===== config.mk =====
export PLATFORM = sky130hd
export DESIGN_NAME = trpf_queue
export DESIGN_NICKNAME = d
export VERILOG_FILES = /design/src/hdl/tx_ring_packet_framer_dma_defines.svh /design/src/hdl/trpf_pkg.sv /design/src/hdl/trpf_queue.sv
export SDC_FILE = /design/constraint.sdc
export NUM_CORES = 1
export LEC_CHECK = 0
export BUFFER_PORTS_ARGS = -buffer_cell sky130_fd_sc_hd__buf_2
export CORE_MARGIN = 5
export CORE_UTILIZATION = 56
export DETAILED_ROUTE_END_ITERATION = 12
export PLACE_DENSITY = 0.83
export SKIP_LAST_GASP = 1
export SYNTH_ARGS = -nofsm -noshare
export SYNTH_HDL_FRONTEND = slang
export SYNTH_SLANG_ARGS = --single-unit

===== constraint.sdc =====
create_clock -name clk -period 15.3 [get_ports clk]
set_input_delay 1.53 -clock clk [delete_from_list [all_inputs] [get_ports clk]]
set_output_delay 1.53 -clock clk [all_outputs]
set_load 0.01 [all_outputs]

===== src/hdl/tx_ring_packet_framer_dma_defines.svh =====
// Assertion macros shared by the transmit ring framer modules.
`ifndef TX_RING_PACKET_FRAMER_DMA_DEFINES_SVH
`define TX_RING_PACKET_FRAMER_DMA_DEFINES_SVH

// Check a condition at every clock edge outside reset.
`define TRPF_ASSERT(lbl, prop, msg) \
    lbl: assert property (@(posedge clk) disable iff (!rst_n) (prop)) else $error(msg);

// Check that a trigger in one cycle leads to a condition in the next.
`define TRPF_ASSERT_NEXT(lbl, trig, cons, msg) \
    lbl: assert property (@(posedge clk) disable iff (!rst_n) (trig) |=> (cons)) \
        else $error(msg);

`endif


===== src/hdl/trpf_pkg.sv =====
// Types, constants and helpers shared by the transmit ring framer.
`timescale 1ns / 1ps

package trpf_pkg;

    localparam int RING_BYTES  = 8192;
    localparam int ADDR_W      = 13;
    localparam int CNT_W       = 14;
    localparam int LEN_W       = 16;
    localparam int SPACE_W     = LEN_W + 1;
    localparam int HDR_BYTES   = 6;
    localparam int HDR_IDX_W   = 3;
    localparam int QUEUE_DEPTH = 2;
    localparam int QPTR_W      = $clog2(QUEUE_DEPTH);

    localparam logic [7:0] HDR_MAGIC_0 = 8'hBE;
    localparam logic [7:0] HDR_MAGIC_1 = 8'hEF;

    typedef enum logic [2:0] {
        CMD_PUT     = 3'd0,
        CMD_BEGIN   = 3'd1,
        CMD_PAYLOAD = 3'd2,
        CMD_DONE    = 3'd3,
        CMD_FETCH   = 3'd4
    } cmd_t;

    typedef enum logic [1:0] {
        STS_OK      = 2'd0,
        STS_NOSPACE = 2'd1,
        STS_SEQ     = 2'd2
    } status_t;

    typedef enum logic [1:0] {
        OP_NONE,
        OP_WRITE,
        OP_HEADER,
        OP_FETCH
    } op_t;

    typedef enum logic [1:0] {
        BK_IDLE,
        BK_HDR,
        BK_RESULT
    } back_state_t;

    typedef struct packed {
        status_t            status;
        logic [CNT_W-1:0]   free_space;
        logic               dma_start;
        logic [ADDR_W-1:0]  dma_offset;
        logic [CNT_W-1:0]   dma_length;
        logic               transferring;
    } result_t;

    typedef struct packed {
        op_t                op;
        logic [ADDR_W-1:0]  addr;
        logic [7:0]         data;
        logic [LEN_W-1:0]   plen;
        logic [7:0]         sock;
        result_t            res;
    } entry_t;

    // Fold a sum that is below twice the ring size back into the ring.
    function automatic logic [ADDR_W-1:0] ring_wrap(input logic [ADDR_W:0] s);
        logic [ADDR_W:0] r;
        r = s;
        if (s >= (ADDR_W+1)'(RING_BYTES))
        begin
            r = s - (ADDR_W+1)'(RING_BYTES);
        end
        return r[ADDR_W-1:0];
    endfunction

    // Advance a ring offset by a small step.
    function automatic logic [ADDR_W-1:0] ring_add(input logic [ADDR_W-1:0] a,
                                                   input logic [HDR_IDX_W-1:0] step);
        return ring_wrap({1'b0, a} + (ADDR_W+1)'(step));
    endfunction

endpackage


===== src/hdl/trpf_queue.sv =====
// Short register queue of classified items between front and back.
`timescale 1ns / 1ps

module trpf_queue (
    input  logic             clk,
    input  logic             rst_n,
    input  logic             push,
    input  trpf_pkg::entry_t push_entry,
    output logic             full,
    input  logic             pop,
    output logic             nonempty,
    output trpf_pkg::entry_t head_entry
);

    import trpf_pkg::*;

    entry_t            slot_reg [QUEUE_DEPTH];
    logic [QPTR_W-1:0] wr_ptr_reg, wr_ptr_next;
    logic [QPTR_W-1:0] rd_ptr_reg, rd_ptr_next;
    logic [QPTR_W:0]   count_reg, count_next;

    assign full       = (count_reg == (QPTR_W+1)'(QUEUE_DEPTH));
    assign nonempty   = (count_reg != '0);
    assign head_entry = slot_reg[rd_ptr_reg];

    // Advance pointers and occupancy
    always_comb
    begin
        wr_ptr_next = wr_ptr_reg;
        rd_ptr_next = rd_ptr_reg;
        count_next  = count_reg;
        if (push)
        begin
            wr_ptr_next = (wr_ptr_reg == QPTR_W'(QUEUE_DEPTH-1)) ? '0 : wr_ptr_reg + 1'b1;
        end
        if (pop)
        begin
            rd_ptr_next = (rd_ptr_reg == QPTR_W'(QUEUE_DEPTH-1)) ? '0 : rd_ptr_reg + 1'b1;
        end
        if (push && !pop)
        begin
            count_next = count_reg + 1'b1;
        end
        else if (pop && !push)
        begin
            count_next = count_reg - 1'b1;
        end
    end

    always_ff @(posedge clk or negedge rst_n)
    begin
        if (!rst_n)
        begin
            wr_ptr_reg <= '0;
            rd_ptr_reg <= '0;
            count_reg  <= '0;
        end
        else
        begin
            wr_ptr_reg <= wr_ptr_next;
            rd_ptr_reg <= rd_ptr_next;
            count_reg  <= count_next;
        end
    end

    // Store pushed item
    always_ff @(posedge clk)
    begin
        if (push)
        begin
            slot_reg[wr_ptr_reg] <= push_entry;
        end
    end

endmodule


==> summary.md, run 1 <==
| Metric | Value |
|---|---|
| Area leader, netlist | edfxtp_1 |
| Final period util | 0.277 |
| Seq/Total Area, Yosys | 0.791 |
| Ports | 190 |
| Minimum clock period | about 4.2 ns |
| Fillers | ~830 |
| Die Height | ~120 um |
| Crit-path cells | buf_4, mux2_2, buf_2 |
| CTS Buffer Depth | 2 |
| Max reg flops | 184 |
| HP Start | count_reg[1]$_DFFE_PN0P_ |
| Initial core utilization | 0.568 |
| Status | complete, no violations |
| Routed vias | approximately 3.5k |
| Seq pwr share | 0.440 |
| Sink Count | 188 |
| CTS tree | built |
| Clock power share | 0.275 |
| Max-slew headroom | 0.325 |
| Worst reg2reg path endpoint | slot_reg[0][2]$_DFFE_PP_ |
| Post-route ant nets | 0 |
| CP max-delay cell | buf_4 |
| Routed WL | between 10000 and 15000 um |
| Worst Hold End | count_reg[1]$_DFFE_PN0P_ |
| Final hold slack | about 0.49 ns |
| Crit path kind | reg -> out |
| Comb pwr share | 0.286 |
| DPL Wire Length | about 8300 um |
| Internal cell power | 0.00122 W |
| Post-CTS resize count | 0 |
| Wire length of the first global-routing pass | 19000 um |
| Crit start category | flop |
| Overall global routing resource usage | 0.171 |
| Postcts setup bufs | 0 |
| Hold depth | 1 |
| CP max stage delay | around 0.90 ns |
| Initial DRT Pass Iterations | 4 |
| Synthesis-stage register bit count | 188 |
| Clk_skew | 0.00519 ns |
| Slew @ Worst Pin | about 1.0 ns |
| Top cell type's share of synthesized area | 0.777 |
| Count leader, synth | edfxtp_1 |
| RR Startpoint | wr_ptr_reg$_DFFE_PN0P_ |
| Cell Area, Synth | 7110 sq um |
| Die ar. | 15000 sq um |
| Worst Path Arrival | 2.71 ns |
| Critical Path Sink Type | output pin |
| Cts hold-fix bufs | 0 |
| Syn_nets | between 300 and 400 |
| H-tree levels | 4 |
| Storage element area | around 5600 sq um |
| R2R depth | 2 |
| Port Buffers | 189 |
| Clock Latency Late Sink | between 0.4 and 0.5 ns |
| # placed instances | 656 |
| Final hold vios | 0 |
| Fmax | between 200 and 250 MHz |
| RSZ-0062 raised after global routing | false |
| Slew Limit Fails | 0 |
| Sw Share | 0.268 |
| Pin count of the biggest net entering global routing | between 60 and 70 |
| Synth warn | 0 |
| Nets | 600 |
| Core area | ~13000 sq um |
| Sw Pwr | about 0.00045 W |
| Top cells by count, synth | edfxtp_1, mux2_4, mux2_2, buf_6 |
| Max-Cap Viols | 0 |
| Layout cells sized above 1 | 0.609 |
| Most used DFF post-synth | edfxtp_1 |
| Vias in the first global route | 3715 |
| Root buffer cell | clkbuf_16 |
| Drt wl/cell | between 15 and 20 um |
| Leakage power | 3.55 nW |
| Site Rows | slightly above 40 |
| Critical path fanouts, max | slightly below 60 |
| Final setup fails | 0 |
| Total CTS buffers | 17 |
| Req. time, crit path | ~14 ns |
| Syn Area/Cell | between 20 and 25 sq um |
| Post-synth ARST share | 0.0213 |
| Gr ovfl total | 0 |
| Ant. Diodes | 0 |
| Main area contributors after synthesis | edfxtp_1, mux2_4, mux2_2, dfrtp_1, buf_6 |
| P per Cell Area | ~190 nW/um^2 |
| Initial antenna violation count | 1 |
| Setup_tns | 0 ns |
| Setup slack, reg-to-reg | about 13 ns |
| CTS clk-pin slew, worst paths | 0.06 ns |
| Worst VDD drop | 0.000106 V |
| Via-to-Cell Ratio | 5.05 |
| Finished Core Util | 0.706 |
| Multi-input gate area | 1390 sq um |
| Non-Filler Instances | approximately 690 |
| Post-Synthesis Cells | 302 |
| Gp weighted congestion | 0.722 |
| Distinct cells, synth | 15 |
| Starting DRT DRC Count | 208 |
| Synth-to-layout area growth | 24.3% |
| Die Wd | between 100 and 150 um |
| # DRC | 0 |
| Worst min path class | reg -> reg |
| Count of flip-flops with a built-in enable after synthesis | between 150 and 200 |
## critical path, delay by kind of cell, from the launching register on
kind	cells	cell delay [ns]
buffers and inverters	2	1.04
flip-flops	1	0.80
multiplexers	1	0.43
## power groups by stage
stage	sequential (W)	combinational (W)	clock, W
finish	0.000734	0.000477	0.000458
global route	0.000745	0.000509	0.000494
CTS	0.000736	0.000486	0.000468
detailed placement	0.000746	0.000484	0
global placement	0.000738	0.000479	0
floorplan	0.000724	0.000357	0
## layer usage
metal / track usage / wire, um / vias to the layer above
met5: 0 / 13 / -
met4: 0.0679 / 194 / 2
met3: 0.0760 / 1300 / 18
met2: 0.272 / 6110 / 148
met1: 0.207 / 4750 / 1711
li1: - / - / 1596
## layout make-up
cell class,instances,area share
Sequential cell,188,0.637
Inverter,1,0.000425
Clock inverter,14,0.0225
Multi-Input combinational cell,103,0.158
Clock buffer,18,0.0486
Timing Repair Buffer,192,0.110
Tap cell,172,0.0243
## metrics by stage
step	power, W	instance area [sq um]	worst slack (ns)
2_1_floorplan	0.00108	7110	9.21
3_3_place_gp	0.00122	8210	11.47
3_5_place_dp	0.00123	8210	11.46
4_1_cts	0.00169	8840	10.98
5_1_grt	0.00175	8840	10.91
6_report	0.00167	8840	11.06
## worst max path at each step
stage | startpoint | to | slack [ns]
3_5_place_dp | rd_ptr_reg$_DFFE_PN0P_ | head_entry[91] | 11.46
4_1_cts | rd_ptr_reg$_DFFE_PN0P_ | head_entry[91] | 10.98
3_3_place_gp | rd_ptr_reg$_DFFE_PN0P_ | head_entry[76] | 11.47
6_report | rd_ptr_reg$_DFFE_PN0P_ | head_entry[91] | 11.06
2_1_floorplan | push | slot_reg[0][0]$_DFFE_PP_ | 9.21
5_1_grt | rd_ptr_reg$_DFFE_PN0P_ | head_entry[91] | 10.91
## cell usage in the layout (no fill, tap or decap)
master      synthesis  layout
buf_4               1       3
nor2b_1             2       1
xor2_1              4       4
mux2_2             22      22
dfrtp_1             4       3
dfrtp_4             0       1
clkinv_4            0       1
inv_1               1       1
clkbuf_16           0      17
buf_2               2     189
or2_2               1       1
edfxtp_1          184     184
and2_4              0       1
mux2_4             70      70
nor2_1              1       1
nor2b_4             0       1
inv_6               0       1
clkinv_2            0       1
xnor2_1             1       1
ha_1                1       1
clkinvlp_4          0       1
clkinv_1            0       5
clkbuf_1            0       1
bufinv_16           0       5
## cells by family after synthesis
logic type | count (synthesis) | synth area share
adders and majority gates | 1 | 0.00176
muxes | 92 | 0.183
xor gates and xnor gates | 5 | 0.00616
and+or+nand+nor | 5 | 0.00405
buffers and inverters | 11 | 0.0141
DFF | 188 | 0.791
Power figures use the tool's default switching activity.
==> run 2: changes to the inputs <==
CORE_UTILIZATION = 52   (was 56)
PLACE_DENSITY = 0.78   (was 0.83)
clock period = 3.9 ns   (was 15.3 ns; I/O delays follow)
==> run 2 against run 1 <==
- routed wire length increased by 1.4%
- clock skew grew 0.0039 ns
- critical path depth unchanged
- critical path type unchanged
==> summary.md, run 2 (synthesized netlist as in run 1, its figures left out) <==
| Metric | Value |
|---|---|
| R2R depth | 2 (unchanged) |
| Hold depth | 2 (+1) |
| RSZ-0062 raised after global routing | false |
| Worst Hold End | rd_ptr_reg$_DFFE_PN0P_ |
| Drt wl/cell | 18.0 um (about the same) |
| Starting DRT DRC Count | 233 (+12%) |
| Crit start category | flop |
| Final period util | 0.686 |
| Gr ovfl total | 0 (unchanged) |
| Nets | 604 (+0.67%) |
| Metal-1 WL | 4870 um (+2.5%) |
| Gp weighted congestion | 0.732 (+1.4%) |
| Crit-path cells | buf_4, mux2_2, buf_2 |
| Most frequent cells in the layout | buf_2, edfxtp_1, mux2_4 |
| Post-CTS resize count | 0 (unchanged) |
| Crit path kind | reg -> out |
| CP max stage delay | 0.90 ns (about the same) |
| Max reg flops | 184 (unchanged) |
| Worst Path Arrival | 2.29 ns (-0.42 ns) |
| Vias in the first global route | 3838 (+3.3%) |
| Sink Count | 188 (unchanged) |
| Wire length of the first global-routing pass | 19400 um (+2.0%) |
| Site Rows | 42 (+2.4%) |
| Max-slew headroom | 0.318 (-0.00628) |
| Critical path fanouts, max | 42 (-28%) |
| Final total power | 0.00644 W (+290%) |
| Root buffer cell | clkbuf_16 |
| Worst reg2reg path endpoint | slot_reg[1][90]$_DFFE_PP_ |
| CP max-delay cell | dfrtp_4 |
| Post-route ant nets | 0 (unchanged) |
| Port Buffers | 189 (unchanged) |
| RR Startpoint | wr_ptr_reg$_DFFE_PN0P_ |
| Clk_skew | 0.00912 ns (+0.00393 ns) |
| Status | complete, no violations |
| P per Cell Area | 727 nW/um^2 (+290%) |
| Clock Latency Late Sink | 0.42 ns (about the same) |
| Layout cells sized above 1 | 0.617 (+0.00878) |
| Uppermost layer routed | met5 |
| Via-to-Cell Ratio | 4.98 (-1.5%) |
| Initial core utilization | 0.533 (-0.0354) |
| Commonest non-fill, non-tap cell in the layout | buf_2 |
| Ports | 190 (unchanged) |
| Setup_tns | 0 ns (unchanged) |
| Initial antenna violation count | 2 (+1) |
| Setup slack, reg-to-reg | 1.92 ns (-11.00 ns) |
| CTS tree | built |
| CTS Buffer Depth | 2 (unchanged) |
| Total CTS buffers | 17 (unchanged) |
| Fmax | ~370 MHz |
| Overall global routing resource usage | 0.159 (-0.0125) |
| Die ar. | 16100 sq um (+7.0%) |
| Routed vias | 3468 (-0.20%) |
| Slew @ Worst Pin | 1.02 ns (+0.00942 ns) |
| Synth-to-layout area growth | 24.6% |
| H-tree levels | 4 (unchanged) |
| Wire length on met2 | 6100 um (-0.23%) |
| Worst VDD drop | 0.000548 V (+420%) |
| DPL Wire Length | 8470 um (+2.6%) |
| Final hold vios | 0 (unchanged) |
| Core area | 13300 sq um (+6.6%) |
| Die Height | 127 um (+3.5%) |
| HP Start | pop |
| Req. time, crit path | 3.51 ns (-10.26 ns) |
| Leakage power | 3.54 nW (-0.13%) |
| Minimum clock period | 2.68 ns |
| Pin count of the biggest net entering global routing | 75 (+17%) |
| Die Wd | 127 um (+3.5%) |
| Slew Limit Fails | 0 (unchanged) |
| Worst min path class | in -> reg |
| Critical Path Sink Type | output pin |
| Fin worst setup slack | 1.22 ns (-9.84 ns) |
| # DRC | 0 (unchanged) |
| Initial DRT Pass Iterations | 4 (unchanged) |
| Routed WL | 12500 um (+1.4%) |
| Max-Cap Viols | 0 (unchanged) |
| Place WS | 1.64 ns (-9.82 ns) |
| CTS clk-pin slew, worst paths | 0.07 ns (about the same) |
| Met3 WL | 1240 um (-4.4%) |
| Final setup fails | 0 (unchanged) |
==> run 2: cell count changes in the layout (fill, tap and decap cells not counted), moves of 2 or more <==
cell,before,now
clkinv_1,5,0
clkinvlp_4,1,5
bufinv_16,5,2
buf_12,0,2
inv_6,1,3
==> run 2: worst max path at each step <==
stage,start,to,cells after the start
2_1_floorplan,wr_ptr_reg$_DFFE_PN0P_,slot_reg[0][0]$_DFFE_PP_,1
3_3_place_gp,rd_ptr_reg$_DFFE_PN0P_,head_entry[71],3
3_5_place_dp,rd_ptr_reg$_DFFE_PN0P_,head_entry[71],3
4_1_cts,rd_ptr_reg$_DFFE_PN0P_,head_entry[71],3
5_1_grt,rd_ptr_reg$_DFFE_PN0P_,head_entry[71],3
6_report,rd_ptr_reg$_DFFE_PN0P_,head_entry[71],3
==> run 2: layout make-up <==
type                    instances  area, sq um
clock inverters                12          138
repair buffers                196         1030
multi-input cells             103         1390
clock buffers                  20          447
flip-flops and latches        188         5630
fillers                       904         4490
diodes                          1         2.50
inverters                       1         3.75
well taps                     176          220
==> run 2: per-stage QoR <==
stage,cell area (sq um),util,hold WS (ns),instances
2_1_floorplan,7110,-,0.0944,302
3_3_place_gp,8260,0.619,0.196,663
3_5_place_dp,8260,0.619,0.201,663
4_1_cts,8860,0.664,0.134,696
5_1_grt,8860,0.664,0.134,697
6_report,8860,0.664,0.153,697
==> run 2: metal layers <==
layer	vias up	track usage
met5	-	0
met4	2	0.0662
met3	27	0.0626
met2	148	0.257
met1	1679	0.191
li1	1612	-
==> run 2: worst max-delay path, delay by kind of cell, from the launching register on <==
family | cells | cell delay (ns)
buffers and inverters | 2 | 0.58
DFF | 1 | 0.90
muxes | 1 | 0.38
==> run 2: timing repair <==
item | CTS | global route
hold endpoints to repair | 4 | 0
buffers inserted | 0 | 0
hold buffers | 1 | 0
==> run 2: where the power goes <==
part	internal (W)	leakage, nW	total, W	switching, W
clock	0.000967	0.270	0.00167	0.000706
combinational	0.000996	1.50	0.00187	0.000878
sequential	0.00269	1.77	0.00290	0.000211
