$ cat config.mk
export PLATFORM = sky130hd
export DESIGN_NAME = trpf_front
export DESIGN_NICKNAME = d
export VERILOG_FILES = /design/src/hdl/trpf_pkg.sv /design/src/hdl/trpf_front.sv
export VERILOG_INCLUDE_DIRS = /design/src /design/src/hdl
export SDC_FILE = /design/constraint.sdc
export NUM_CORES = 1
export LEC_CHECK = 0
export BUFFER_PORTS_ARGS = -buffer_cell sky130_fd_sc_hd__buf_2
export CAP_MARGIN = 20
export CORE_UTILIZATION = 30
export CTS_BUF_LIST = sky130_fd_sc_hd__clkbuf_8
export CTS_CLUSTER_SIZE = 40
export DETAILED_ROUTE_END_ITERATION = 8
export PLACE_DENSITY = 0.54
export SLEW_MARGIN = 25
export SYNTH_ARGS = -nofsm -noshare
export SYNTH_HDL_FRONTEND = slang
export SYNTH_SLANG_ARGS = --single-unit
$ cat constraint.sdc
create_clock -name clk -period 12.3 [get_ports clk]
set_input_delay 0.615 -clock clk [delete_from_list [all_inputs] [get_ports clk]]
set_output_delay 0.615 -clock clk [all_outputs]
set_load 0.01 [all_outputs]
$ cat src/hdl/tx_ring_packet_framer_dma_defines.svh
// Assertion macros shared by the transmit ring framer modules.
`ifndef TX_RING_PACKET_FRAMER_DMA_DEFINES_SVH
`define TX_RING_PACKET_FRAMER_DMA_DEFINES_SVH

// Check a condition at every clock edge outside reset.
`define TRPF_ASSERT(lbl, prop, msg) \
    lbl: assert property (@(posedge clk) disable iff (!rst_n) (prop)) else $error(msg);

// Check that a trigger in one cycle leads to a condition in the next.
`define TRPF_ASSERT_NEXT(lbl, trig, cons, msg) \
    lbl: assert property (@(posedge clk) disable iff (!rst_n) (trig) |=> (cons)) \
        else $error(msg);

`endif

$ cat src/hdl/trpf_pkg.sv
// Types, constants and helpers shared by the transmit ring framer.
`timescale 1ns / 1ps

package trpf_pkg;

    localparam int RING_BYTES  = 8192;
    localparam int ADDR_W      = 13;
    localparam int CNT_W       = 14;
    localparam int LEN_W       = 16;
    localparam int SPACE_W     = LEN_W + 1;
    localparam int HDR_BYTES   = 6;
    localparam int HDR_IDX_W   = 3;
    localparam int QUEUE_DEPTH = 2;
    localparam int QPTR_W      = $clog2(QUEUE_DEPTH);

    localparam logic [7:0] HDR_MAGIC_0 = 8'hBE;
    localparam logic [7:0] HDR_MAGIC_1 = 8'hEF;

    typedef enum logic [2:0] {
        CMD_PUT     = 3'd0,
        CMD_BEGIN   = 3'd1,
        CMD_PAYLOAD = 3'd2,
        CMD_DONE    = 3'd3,
        CMD_FETCH   = 3'd4
    } cmd_t;

    typedef enum logic [1:0] {
        STS_OK      = 2'd0,
        STS_NOSPACE = 2'd1,
        STS_SEQ     = 2'd2
    } status_t;

    typedef enum logic [1:0] {
        OP_NONE,
        OP_WRITE,
        OP_HEADER,
        OP_FETCH
    } op_t;

    typedef enum logic [1:0] {
        BK_IDLE,
        BK_HDR,
        BK_RESULT
    } back_state_t;

    typedef struct packed {
        status_t            status;
        logic [CNT_W-1:0]   free_space;
        logic               dma_start;
        logic [ADDR_W-1:0]  dma_offset;
        logic [CNT_W-1:0]   dma_length;
        logic               transferring;
    } result_t;

    typedef struct packed {
        op_t                op;
        logic [ADDR_W-1:0]  addr;
        logic [7:0]         data;
        logic [LEN_W-1:0]   plen;
        logic [7:0]         sock;
        result_t            res;
    } entry_t;

    // Fold a sum that is below twice the ring size back into the ring.
    function automatic logic [ADDR_W-1:0] ring_wrap(input logic [ADDR_W:0] s);
        logic [ADDR_W:0] r;
        r = s;
        if (s >= (ADDR_W+1)'(RING_BYTES))
        begin
            r = s - (ADDR_W+1)'(RING_BYTES);
        end
        return r[ADDR_W-1:0];
    endfunction

    // Advance a ring offset by a small step.
    function automatic logic [ADDR_W-1:0] ring_add(input logic [ADDR_W-1:0] a,
                                                   input logic [HDR_IDX_W-1:0] step);
        return ring_wrap({1'b0, a} + (ADDR_W+1)'(step));
    endfunction

endpackage

$ cat src/hdl/trpf_front.sv
// Front end: accepts items, checks space and sequence, keeps ring pointers.
`timescale 1ns / 1ps

module trpf_front #(
    parameter int MAX_CHUNK = 65535
) (
    input  logic                         clk,
    input  logic                         rst_n,
    input  logic                         in_valid,
    output logic                         in_stall,
    input  logic [2:0]                   command,
    input  logic [7:0]                   data_byte,
    input  logic [trpf_pkg::LEN_W-1:0]   packet_length,
    input  logic [7:0]                   socket_id,
    input  logic [trpf_pkg::ADDR_W-1:0]  fetch_address,
    input  logic                         q_full,
    output logic                         q_push,
    output trpf_pkg::entry_t             q_entry
);

    `include "tx_ring_packet_framer_dma_defines.svh"

    import trpf_pkg::*;

    logic [ADDR_W-1:0] head_reg, head_next;
    logic [ADDR_W-1:0] tail_reg, tail_next;
    logic [ADDR_W-1:0] tail_end_reg, tail_end_next;
    logic [CNT_W-1:0]  chunk_reg, chunk_next;
    logic [CNT_W-1:0]  free_reg, free_next;
    logic [LEN_W-1:0]  rem_reg, rem_next;
    logic              busy_reg, busy_next;

    logic              accept;
    logic              launch;
    logic [CNT_W-1:0]  len_raw;
    logic [CNT_W-1:0]  len;
    status_t           status;
    op_t               op;
    logic [ADDR_W-1:0] entry_addr;
    logic              space_ok;

    assign in_stall = q_full;
    assign accept   = in_valid && !q_full;
    assign space_ok = {{(SPACE_W-CNT_W){1'b0}}, free_reg} >
                      ({1'b0, packet_length} + SPACE_W'(HDR_BYTES + 3));

    // Classify the item and work out the pointer updates
    always_comb
    begin
        head_next  = head_reg;
        tail_next  = tail_reg;
        free_next  = free_reg;
        rem_next   = rem_reg;
        busy_next  = busy_reg;
        chunk_next = chunk_reg;
        status     = STS_OK;
        op         = OP_NONE;
        entry_addr = head_reg;
        launch     = 1'b0;
        case (command)
            CMD_PUT:
            begin
                if (rem_reg != '0)
                begin
                    status = STS_SEQ;
                end
                else if (free_reg <= CNT_W'(2))
                begin
                    status = STS_NOSPACE;
                end
                else
                begin
                    op        = OP_WRITE;
                    head_next = ring_add(head_reg, HDR_IDX_W'(1));
                    free_next = free_reg - 1'b1;
                    launch    = !busy_reg;
                end
            end
            CMD_BEGIN:
            begin
                if (rem_reg != '0)
                begin
                    status = STS_SEQ;
                end
                else if (!space_ok)
                begin
                    status = STS_NOSPACE;
                end
                else
                begin
                    op        = OP_HEADER;
                    head_next = ring_add(head_reg, HDR_IDX_W'(HDR_BYTES));
                    free_next = free_reg - CNT_W'(HDR_BYTES);
                    rem_next  = packet_length;
                    launch    = (packet_length == '0) && !busy_reg;
                end
            end
            CMD_PAYLOAD:
            begin
                if (rem_reg == '0)
                begin
                    status = STS_SEQ;
                end
                else
                begin
                    op        = OP_WRITE;
                    head_next = ring_add(head_reg, HDR_IDX_W'(1));
                    free_next = free_reg - 1'b1;
                    rem_next  = rem_reg - 1'b1;
                    launch    = (rem_reg == LEN_W'(1)) && !busy_reg;
                end
            end
            CMD_DONE:
            begin
                if (!busy_reg)
                begin
                    status = STS_SEQ;
                end
                else
                begin
                    tail_next = tail_end_reg;
                    free_next = free_reg + chunk_reg;
                    if (head_reg != tail_end_reg)
                    begin
                        launch = 1'b1;
                    end
                    else
                    begin
                        busy_next  = 1'b0;
                        chunk_next = '0;
                    end
                end
            end
            CMD_FETCH:
            begin
                op         = OP_FETCH;
                entry_addr = fetch_address;
            end
            default:
            begin
                status = STS_SEQ;
            end
        endcase
        if (launch)
        begin
            busy_next  = 1'b1;
            chunk_next = len;
        end
    end

    // Size the chunk from the new tail up to the head or the ring end
    always_comb
    begin
        if (head_next >= tail_next)
        begin
            len_raw = {1'b0, head_next} - {1'b0, tail_next};
        end
        else
        begin
            len_raw = CNT_W'(RING_BYTES) - {1'b0, tail_next};
        end
        len = len_raw;
        if (32'(len_raw) > MAX_CHUNK)
        begin
            len = CNT_W'(MAX_CHUNK);
        end
        tail_end_next = tail_end_reg;
        if (launch)
        begin
            tail_end_next = ring_wrap({1'b0, tail_next} + len);
        end
    end

    // Build the queue item
    always_comb
    begin
        q_push                    = accept;
        q_entry.op                = op;
        q_entry.addr              = entry_addr;
        q_entry.data              = data_byte;
        q_entry.plen              = packet_length;
        q_entry.sock              = socket_id;
        q_entry.res.status        = status;
        q_entry.res.free_space    = free_next;
        q_entry.res.dma_start     = launch;
        q_entry.res.dma_offset    = launch ? tail_next : '0;
        q_entry.res.dma_length    = launch ? len : '0;
        q_entry.res.transferring  = busy_next;
    end

    always_ff @(posedge clk or negedge rst_n)
    begin
        if (!rst_n)
        begin
            head_reg     <= '0;
            tail_reg     <= '0;
            tail_end_reg <= '0;
            chunk_reg    <= '0;
            free_reg     <= CNT_W'(RING_BYTES);
            rem_reg      <= '0;
            busy_reg     <= 1'b0;
        end
        else if (accept)
        begin
            head_reg     <= head_next;
            tail_reg     <= tail_next;
            tail_end_reg <= tail_end_next;
            chunk_reg    <= chunk_next;
            free_reg     <= free_next;
            rem_reg      <= rem_next;
            busy_reg     <= busy_next;
        end
    end

    `TRPF_ASSERT(a_free_bounds,
        free_reg >= CNT_W'(2) && free_reg <= CNT_W'(RING_BYTES),
        "free space left its legal range")
    `TRPF_ASSERT(a_idle_no_chunk, !busy_reg |-> chunk_reg == '0,
        "chunk length held while no transfer is running")
    `TRPF_ASSERT_NEXT(a_drain_idle,
        accept && command == CMD_DONE && busy_reg && head_reg == tail_end_reg,
        !busy_reg && free_reg == CNT_W'(RING_BYTES),
        "ring not empty and idle after the last chunk retired")

endmodule

==> run_results.csv, run 1 <==
group,metric,value,unit
run_status,status,"completed",
global_route,grt_use_met3,3.60,%
floorplan,die_area,0.0316,mm2
clocking,cts.repair.resized,0,
global_route,grt_util_all_layers,21.2,%
final_layout,area_delta_synth_final,8.82,%
timing,setup_viol,0,
power_and_ir_drop,p_int,561,uW
synth,synth_area_per_cell,7.65,um2
global_route,grt_pass1_vias,8809,
setup_path,slowest_stage,"o41ai_1",
power_and_ir_drop,clkPwrFrac,21.1,%
routing,wl_per_cell,20.4,um
global_route,grtUsageMet1,29.7,%
global_route,grt_max_degree,58,
synth,synth_top_cell_area_share,22.4,%
routing,drt_iter0_drc,835,
clocking,post_cts_buffers,0,
final_layout,drive_gt1_share,15.5,%
place,dpl_worst_slack,3600,ps
synth,async_reset_ff_share,100,%
clocking,hold_buffers,0,
setup_path,end_kind,"register",
global_route,overflow,0,
setup_path,rrSetupSlack,4510,ps
synth,syn_nets,1332,
routing,firstDrtPassIters,5,
power_and_ir_drop,p_switching,450,uW
timing,tightest_slew,993,ps
power_and_ir_drop,power_frac_comb,42.8,%
setup_path,cpPeakStageDelay,630,ps
routing,vias,9349,
floorplan,placementRows,63,
routing,drcViolationCount,0,
final_layout,layout_commonest_cell,"nor2_1",
setup_path,worst_setup_path_start_kind,"primary input",
synth,synth_edf_count,0,
timing,grt_setup_unrepaired,"false",
final_layout,largest_reg_flops,16,
clocking,cts.sinks,84,
final_layout,nets,1364,
global_route,grt_use_met2,33.2,%
floorplan,start_util,30.9,%
synth,synth.largest_area_cell,"dfrtp_1",
clocking,clk_pin_slew,100,ps
power_and_ir_drop,peakVddDrop,0.0000509,V
routing,ant_nets,0,
routing,viasPerCell,5.71,
place,port_buffers,113,
synth,synth_flop_cell,"dfrtp_1",
final_layout,n_fill_cell,3171,
power_and_ir_drop,switching_share,44.5,%
timing,drv_slew,0,
clocking,cts_buffer_depth,2,
timing,min_period_over_period,67.8,%
synth,synthCells,1212,
global_route,antenna_found_initial,0,
power_and_ir_drop,p_per_area,100,mW/mm2
power_and_ir_drop,p_seq_share,36.2,%
setup_path,criticalPathCategory,"in2reg",
setup_path,cp-startpoint,"packet_length[4]",
global_route,top_usage_layer,"met2",
setup_path,cp_max_fo,25,
setup_path,cp.required,12590,ps
floorplan,die_h,178,um
floorplan,core,0.0300,mm2
global_route,grt_pass1_wl,51600,um
setup_path,arrival,8630,ps
clocking,htreeDepth,3,
timing,final.setup.worst_slack,3960,ps
clocking,clock_latency,400,ps
synth,ys_ff_latch,84,
synth,netlist_area,0.00927,mm2
clocking,cts_inserted_buffers,9,
synth,netlist_top_cells_area,"dfrtp_1, ha_1, o21ai_0, nor2_1, a21oi_1",
place,place.detailed.hpwl,25100,um
floorplan,io_pins,146,
run,drv_cap,0,
setup_path,r2r-start,"free_reg[5]",
setup_path,r2r.worst_path.cells,25,
synth,ys_warn_count,0,
clocking,cts_root_buf,"clkbuf_8",
timing,slew_headroom,33.6,%
timing,fin_crit,8340,ps
timing,timing.fmax,0.120,GHz
routing,totalWireLength,33300,um
timing,skew,13.3,ps
power_and_ir_drop,p_leak,4.58,nW
place,gp_congestion,0.916,
timing,setup_tns,0,ps
synth,yosysSeqAreaShare,22.7,%
timing,hold_viol_final,0,
synth,synth.distinct_cells,88,
final_layout,num_antenna_cells,0,
clocking,cts_tree,"done",
min_path,hold_path.class,"in2async",
floorplan,die_w,178,um
final_layout,mostFrequentLayoutCells,"nor2_1, buf_2, o21ai_0, nand2_1, a21oi_1",
-- kinds of logic (layout without fill, tap and decap cells) --
kind of cell	after synthesis	in the layout	synth area share, %
and+or+nand+nor	415	415	22.4
xor gates and xnor gates	75	75	7.24
buffers and inverters	161	197	8.28
AOI/OAI and AO/OA	364	364	24.7
muxes	45	45	5.24
DFF	84	84	22.7
adders and majority gates	68	68	9.42
-- Yosys cell counts, drive strengths merged, types with 9 or more instances --
cell type and n:
nor2 131, o21ai 112, nand2 99, a21oi 92, dfrtp 83, ha 65
inv 57, buf 56, nor3 51, clkbuf 48, xnor2 45, xor2 29
nand3 24, mux2i 23, nor4 23, a31oi 22, mux2 22, a21o 19
nand4 13, and2 12, a211oi 10, nand2b 10, o21bai 9
-- layout make-up --
type	instances	area [um2]	area share, %
tap	390	488	4.84
clock buffer	9	124	1.23
clock inverter	6	65.1	0.645
inverter	57	214	2.12
sequential	84	2100	20.9
timing repair buffer	125	658	6.53
multi-input combinational	967	6430	63.8
-- through the flow --
step	area (um2)	std cells	utilization [%]	power, mW	hold slack [ps]
4_1_cts	10100	1638	33.6	1.01	149
2_1_floorplan	9270	1212	-	0.658	319
6_report	10100	1638	33.6	1.01	131
5_1_grt	10100	1638	33.6	1.07	161
3_3_place_gp	9880	1623	32.9	0.794	465
3_5_place_dp	9890	1623	32.9	0.796	470
-- worst paths after layout --
kind	to
worst min-delay path	free_reg[8]
worst max register to register	tail_end_reg[12]
worst min register to register	tail_reg[12]
min in group clk	tail_reg[12]
max in group asynchronous	tail_reg[1]
worst max-delay path	tail_end_reg[12]
-- worst max-delay path: cells and delay by family --
kind | cells | cell delay [ps]
mux | 1 | 270
fa+ha+maj | 3 | 1110
compound gates | 14 | 3770
simple gates | 8 | 2150
buf+inv | 3 | 480
xor+xnor | 2 | 210
-- routing by layer --
| metal | up-vias | part of all wire [%] |
|---|---|---|
| met5 | - | 0 |
| met4 | 0 | 2.3 |
| met3 | 48 | 7.6 |
| met2 | 399 | 45 |
| met1 | 4479 | 45 |
| li1 | 4423 | - |
-- power groups by stage --
stage | clock network [mW] | registers, mW | logic, mW
2_1_floorplan | 0 | 0.331 | 0.327
3_3_place_gp | 0 | 0.369 | 0.425
3_5_place_dp | 0 | 0.369 | 0.427
4_1_cts | 0.217 | 0.364 | 0.429
5_1_grt | 0.226 | 0.370 | 0.479
6_report | 0.213 | 0.366 | 0.433
No activity file was read; power rests on OpenSTA's default activity.
==> inputs of run 2 (changes only) <==
==> constraint.sdc (replaced) <==
create_clock -name clk -period 7.99 [get_ports clk]
set_input_delay 0.3995 -clock clk [delete_from_list [all_inputs] [get_ports clk]]
set_output_delay 0.3995 -clock clk [all_outputs]
set_load 0.01 [all_outputs]
==> run_results.csv, run 2 (synthesis gave the netlist of run 1 again) <==
group,metric,value,unit
setup_path,cp_max_fo,10,
routing,viasPerCell,5.63,
final_layout,nets,1394,
timing,drv_slew,0,
global_route,grt_max_degree,55,
timing,timing.fmax,0.134,GHz
setup_path,worst_setup_path_start_kind,"primary input",
clocking,post_cts_buffers,0,
setup_path,criticalPathCategory,"in2reg",
power_and_ir_drop,p_int,962,uW
timing,fin_hold_ws,-14.3,ps
setup_path,r2r-start,"free_reg[12]",
setup_path,rrSetupSlack,930,ps
floorplan,start_util,30.9,%
setup_path,slowest_stage,"or4_1",
setup_path,r2r.worst_path.cells,27,
clocking,clk_pin_slew,90,ps
routing,vias,9394,
clocking,cts_inserted_buffers,9,
timing,hold_viol_final,5,
power_and_ir_drop,switching_share,42.3,%
power_and_ir_drop,p_switching,704,uW
timing,min_period_over_period,93.2,%
power_and_ir_drop,power_frac_comb,43.8,%
power_and_ir_drop,peakVddDrop,0.0000927,V
clocking,cts.sinks,84,
timing,skew,15.8,ps
clocking,cts_buffer_depth,2,
floorplan,io_pins,146,
setup_path,cp-startpoint,"packet_length[4]",
clocking,cts_root_buf,"clkbuf_8",
setup_path,end_kind,"register",
global_route,grt_pass1_vias,8733,
global_route,antenna_found_initial,0,
setup_path,cp.required,8230,ps
timing,final.setup.worst_slack,543,ps
clocking,cts_tree,"done",
routing,wl_per_cell,20.1,um
timing,grt_setup_unrepaired,"false",
clocking,hold_buffers,0,
routing,totalWireLength,33500,um
final_layout,num_antenna_cells,0,
setup_path,arrival,7690,ps
floorplan,placementRows,63,
final_layout,drive_gt1_share,17.6,%
global_route,grt_util_all_layers,21.3,%
final_layout,stdcell_count,1669,
min_path,hold_path.class,"in2async",
final_layout,area_delta_synth_final,11.8,%
final_layout,mostFrequentLayoutCells,"nor2_1, buf_2, o21ai_0, nand2_1, a21oi_1",
clocking,htreeDepth,3,
power_and_ir_drop,p_per_area,161,mW/mm2
setup_path,worstSetupEndpoint,"tail_end_reg[11]",
place,dp_cells,1653,
run_status,violations,"negative hold slack",
timing,tightest_slew,843,ps
floorplan,die_h,178,um
floorplan,core,0.0300,mm2
setup_path,cpPeakStageDelay,560,ps
place,port_buffers,113,
global_route,overflow,0,
routing,drt_iter0_drc,781,
final_layout,largest_reg_flops,16,
run_status,status,"finished, violations left",
global_route,grt_pass1_wl,51100,um
routing,drcViolationCount,0,
timing,setup_viol,0,
floorplan,die_area,0.0316,mm2
power_and_ir_drop,clkPwrFrac,23.5,%
place,gp_congestion,0.929,
timing,slew_headroom,43.7,%
routing,ant_nets,0,
power_and_ir_drop,p_leak,4.75,nW
floorplan,die_w,178,um
run,drv_cap,0,
timing,fin_crit,7450,ps
power_and_ir_drop,p_seq_share,32.7,%
final_layout,layout_commonest_cell,"nor2_1",
routing,firstDrtPassIters,6,
setup_path,reg2reg_to,"tail_end_reg[11]",
place,dpl_worst_slack,-58.9,ps
clocking,clock_latency,400,ps
place,place.detailed.hpwl,25400,um
## run 2: area by class of cell
class / instances / area [um2]
Tap cell: 390 / 488
Multi-Input combinational cell: 967 / 6430
Timing Repair Buffer: 155 / 883
Sequential cell: 84 / 2100
Clock buffer: 9 / 124
Inverter: 57 / 214
Clock inverter: 7 / 115
Fill cell: 3232 / 19700
## run 2: critical path, delay by kind of cell
kind,cells,cell delay (ps)
AOI/OAI and AO/OA,14,3060
and+or+nand+nor,8,2150
adders and majority gates,3,950
muxes,2,440
buffers and inverters,3,420
xor gates and xnor gates,2,300
## run 2: what timing repair did
| action | 4_1_cts | 5_1_grt |
|---|---|---|
| endpoints found under the setup margin | 0 | 4 |
| hold endpoints to repair | 0 | 0 |
| resized for setup | 0 | 2 |
## run 2: worst min path at each step
stage          startpoint     endpoint  cells after the start
3_3_place_gp        rst_n  free_reg[8]                      1
6_report            rst_n  free_reg[8]                      1
4_1_cts             rst_n  free_reg[4]                      1
2_1_floorplan       rst_n     busy_reg                      0
3_5_place_dp        rst_n  free_reg[8]                      1
5_1_grt             rst_n  free_reg[7]                      1
## run 2: stage by stage
step                TNS [ps]  util, %  total power [mW]  area (um2)
CTS                        0     34.5              1.67       10400
global placement           0     33.6              1.27       10100
global route               0     34.5              1.76       10400
detailed placement     -58.9     33.7              1.27       10100
finish                     0     34.5              1.67       10400
floorplan                  0        -              1.01        9270
## run 2: power groups by stage
stage / logic (mW) / registers, mW / clock network, mW
5_1_grt: 0.798 / 0.553 / 0.412
3_3_place_gp: 0.713 / 0.552 / 0
6_report: 0.729 / 0.545 / 0.392
4_1_cts: 0.721 / 0.544 / 0.400
3_5_place_dp: 0.716 / 0.552 / 0
2_1_floorplan: 0.504 / 0.509 / 0
## run 2: routing by layer
metal	up-vias	global-route usage [%]	wire length [um]
met1	4464	30.1	15300
met3	52	2.68	2360
met5	-	0	0
met2	392	33.4	15100
li1	4486	-	-
met4	0	6.59	771
==> inputs of run 3 (changes only) <==
--- a/config.mk
+++ b/config.mk
@@ -6,7 +6,7 @@
 export SDC_FILE = /design/constraint.sdc
 export NUM_CORES = 1
 export LEC_CHECK = 0
-export BUFFER_PORTS_ARGS = -buffer_cell sky130_fd_sc_hd__buf_2
+export BUFFER_PORTS_ARGS = -buffer_cell sky130_fd_sc_hd__buf_4
 export CAP_MARGIN = 20
 export CORE_UTILIZATION = 30
 export CTS_BUF_LIST = sky130_fd_sc_hd__clkbuf_8
==> run_results.csv, run 3 (synthesis gave the netlist of run 1 again) <==
group,metric,value,unit
clocking,cts_tree,"done",
timing,slew_headroom,39.5,%
setup_path,crit_top_cell,"ha_1",
timing,grt_setup_unrepaired,"false",
global_route,grt_pass1_vias,8831,
global_route,grtUsageMet1,30.0,%
global_route,grt_use_met3,2.38,%
global_route,grt_use_met2,35.2,%
floorplan,start_util,30.9,%
setup_path,crit_family,"compound AO/OA/AOI/OAI gates",
clocking,post_cts_buffers,0,
timing,timing.fmax,0.136,GHz
setup_path,slowest_stage,"or4_1",
floorplan,io_pins,146,
clocking,htreeDepth,3,
final_layout,area_delta_synth_final,14.2,%
floorplan,die_area,0.0316,mm2
final_layout,num_antenna_cells,0,
clocking,cts_inserted_buffers,9,
place,port_buffers,113,
setup_path,worst_setup_path_start_kind,"primary input",
floorplan,die_w,178,um
clocking,clk_pin_slew,110,ps
timing,skew,15.8,ps
final_layout,drive_gt1_share,17.3,%
routing,viasPerCell,5.71,
place,placed_cell_area,0.0103,mm2
final_layout,n_fill_cell,3212,
final_layout,largest_reg_flops,16,
place,place.detailed.hpwl,25500,um
setup_path,cpPeakStageDelay,550,ps
global_route,top_usage_layer,"met2",
timing,setup_tns,0,ps
routing,vias,9494,
final_layout,mostFrequentLayoutCells,"buf_4, nor2_1, o21ai_0, nand2_1, a21oi_1",
timing,fin_crit,7350,ps
place,dpl_worst_slack,-44.5,ps
routing,firstDrtPassIters,8,
final_layout,stdcell_count,1662,
global_route,overflow,0,
routing,totalWireLength,33900,um
clocking,clock_latency,400,ps
routing,drcViolationCount,0,
floorplan,placementRows,63,
routing,drt_iter0_drc,867,
timing,setup_viol,0,
min_path,hold_path.class,"in2reg",
place,dp_cells,1645,
timing,final.setup.worst_slack,642,ps
setup_path,cp.required,8290,ps
clocking,cts.sinks,84,
power_and_ir_drop,p_leak,4.77,nW
setup_path,cp_max_fo,19,
timing,min_period_over_period,92.0,%
run_status,status,"completed",
clocking,cts_buffer_depth,2,
routing,ant_nets,0,
final_layout,nets,1387,
setup_path,criticalPathCategory,"in2reg",
run,drv_cap,0,
place,gp_congestion,0.922,
floorplan,die_h,178,um
power_and_ir_drop,p_per_area,156,mW/mm2
global_route,grt_max_degree,74,
timing,drv_slew,0,
final_layout,finalInstanceArea,0.0106,mm2
floorplan,core,0.0300,mm2
global_route,grt_pass1_wl,52000,um
timing,tightest_slew,905,ps
setup_path,arrival,7640,ps
power_and_ir_drop,peakVddDrop,0.0000836,V
global_route,grt_util_all_layers,21.5,%
clocking,cts_root_buf,"clkbuf_8",
global_route,antenna_found_initial,0,
timing,hold_viol_final,0,
routing,wl_per_cell,20.4,um
setup_path,end_kind,"register",
setup_path,crit_buf_inv,3,
final_layout,layout_commonest_cell,"buf_4",
==> run 3: changes by cell type in the layout (fill, tap and decap cells not counted), moves of 2 or more <==
cell	before	now
inv_6	1	4
buf_2	112	0
bufinv_16	3	1
buf_4	43	146
==> run 3: where the power goes <==
| part | internal, mW | leakage, nW | switching [mW] | total, mW |
|---|---|---|---|---|
| sequential | 0.463 | 1.12 | 0.0841 | 0.547 |
| clock | 0.160 | 0.110 | 0.197 | 0.357 |
| combinational | 0.303 | 3.55 | 0.440 | 0.743 |
==> run 3: path summary, 6_finish.rpt <==
kind / startpoint / endpoint / slack (ps) / cells after the start
max: packet_length[4] / tail_end_reg[12] / 640 / 32
min: command[0] / head_reg[7] / 320 / 2
max reg2reg: rem_reg[0] / tail_end_reg[12] / 950 / 28
min reg2reg: tail_reg[11] / tail_reg[11] / 490 / 2
max in group asynchronous: rst_n / tail_end_reg[0] / 6600 / 3
min in group asynchronous: rst_n / free_reg[8] / 390 / 2
==> run 3: layout make-up <==
| type | instances | area (um2) | share of cell area [%] |
|---|---|---|---|
| clock buffers | 10 | 138 | 1.30 |
| clock inverters | 6 | 76.3 | 0.721 |
| inverters | 57 | 214 | 2.02 |
| multi-input cells | 967 | 6440 | 60.9 |
| flip-flops and latches | 84 | 2100 | 19.9 |
| well taps | 390 | 488 | 4.61 |
| repair buffers | 148 | 1120 | 10.6 |
==> run 3: worst register-to-register path, delay by kind of cell (launching register included) <==
family | cells | cell delay (ps)
fa+ha+maj | 3 | 940
flops | 1 | 460
simple gates | 8 | 2060
xor+xnor | 1 | 120
compound gates | 11 | 2580
mux | 2 | 380
buf+inv | 3 | 420
==> run 3: per-stage QoR <==
stage	power [mW]	utilization [%]	hold WS (ps)
finish	1.65	35.2	317
global route	1.75	35.2	334
CTS	1.65	35.1	311
detailed placement	1.28	34.4	262
global placement	1.28	34.4	264
floorplan	1.01	-	104
==> run 3: timing repair <==
| item | in CTS | in global routing |
|---|---|---|
| endpoints found under the hold margin | 10 | 0 |
| setup endpoints to repair | 0 | 3 |
| gates resized for setup | 0 | 3 |
| hold buffers | 1 | 0 |
==> run 3: per-layer routing <==
| layer | wire [um] | part of all wire [%] | up-vias |
|---|---|---|---|
| met5 | 0 | 0 | - |
| met3 | 2170 | 6.4 | 52 |
| met1 | 15400 | 46 | 4554 |
| met4 | 643 | 1.9 | 0 |
| met2 | 15600 | 46 | 408 |
| li1 | - | - | 4480 |
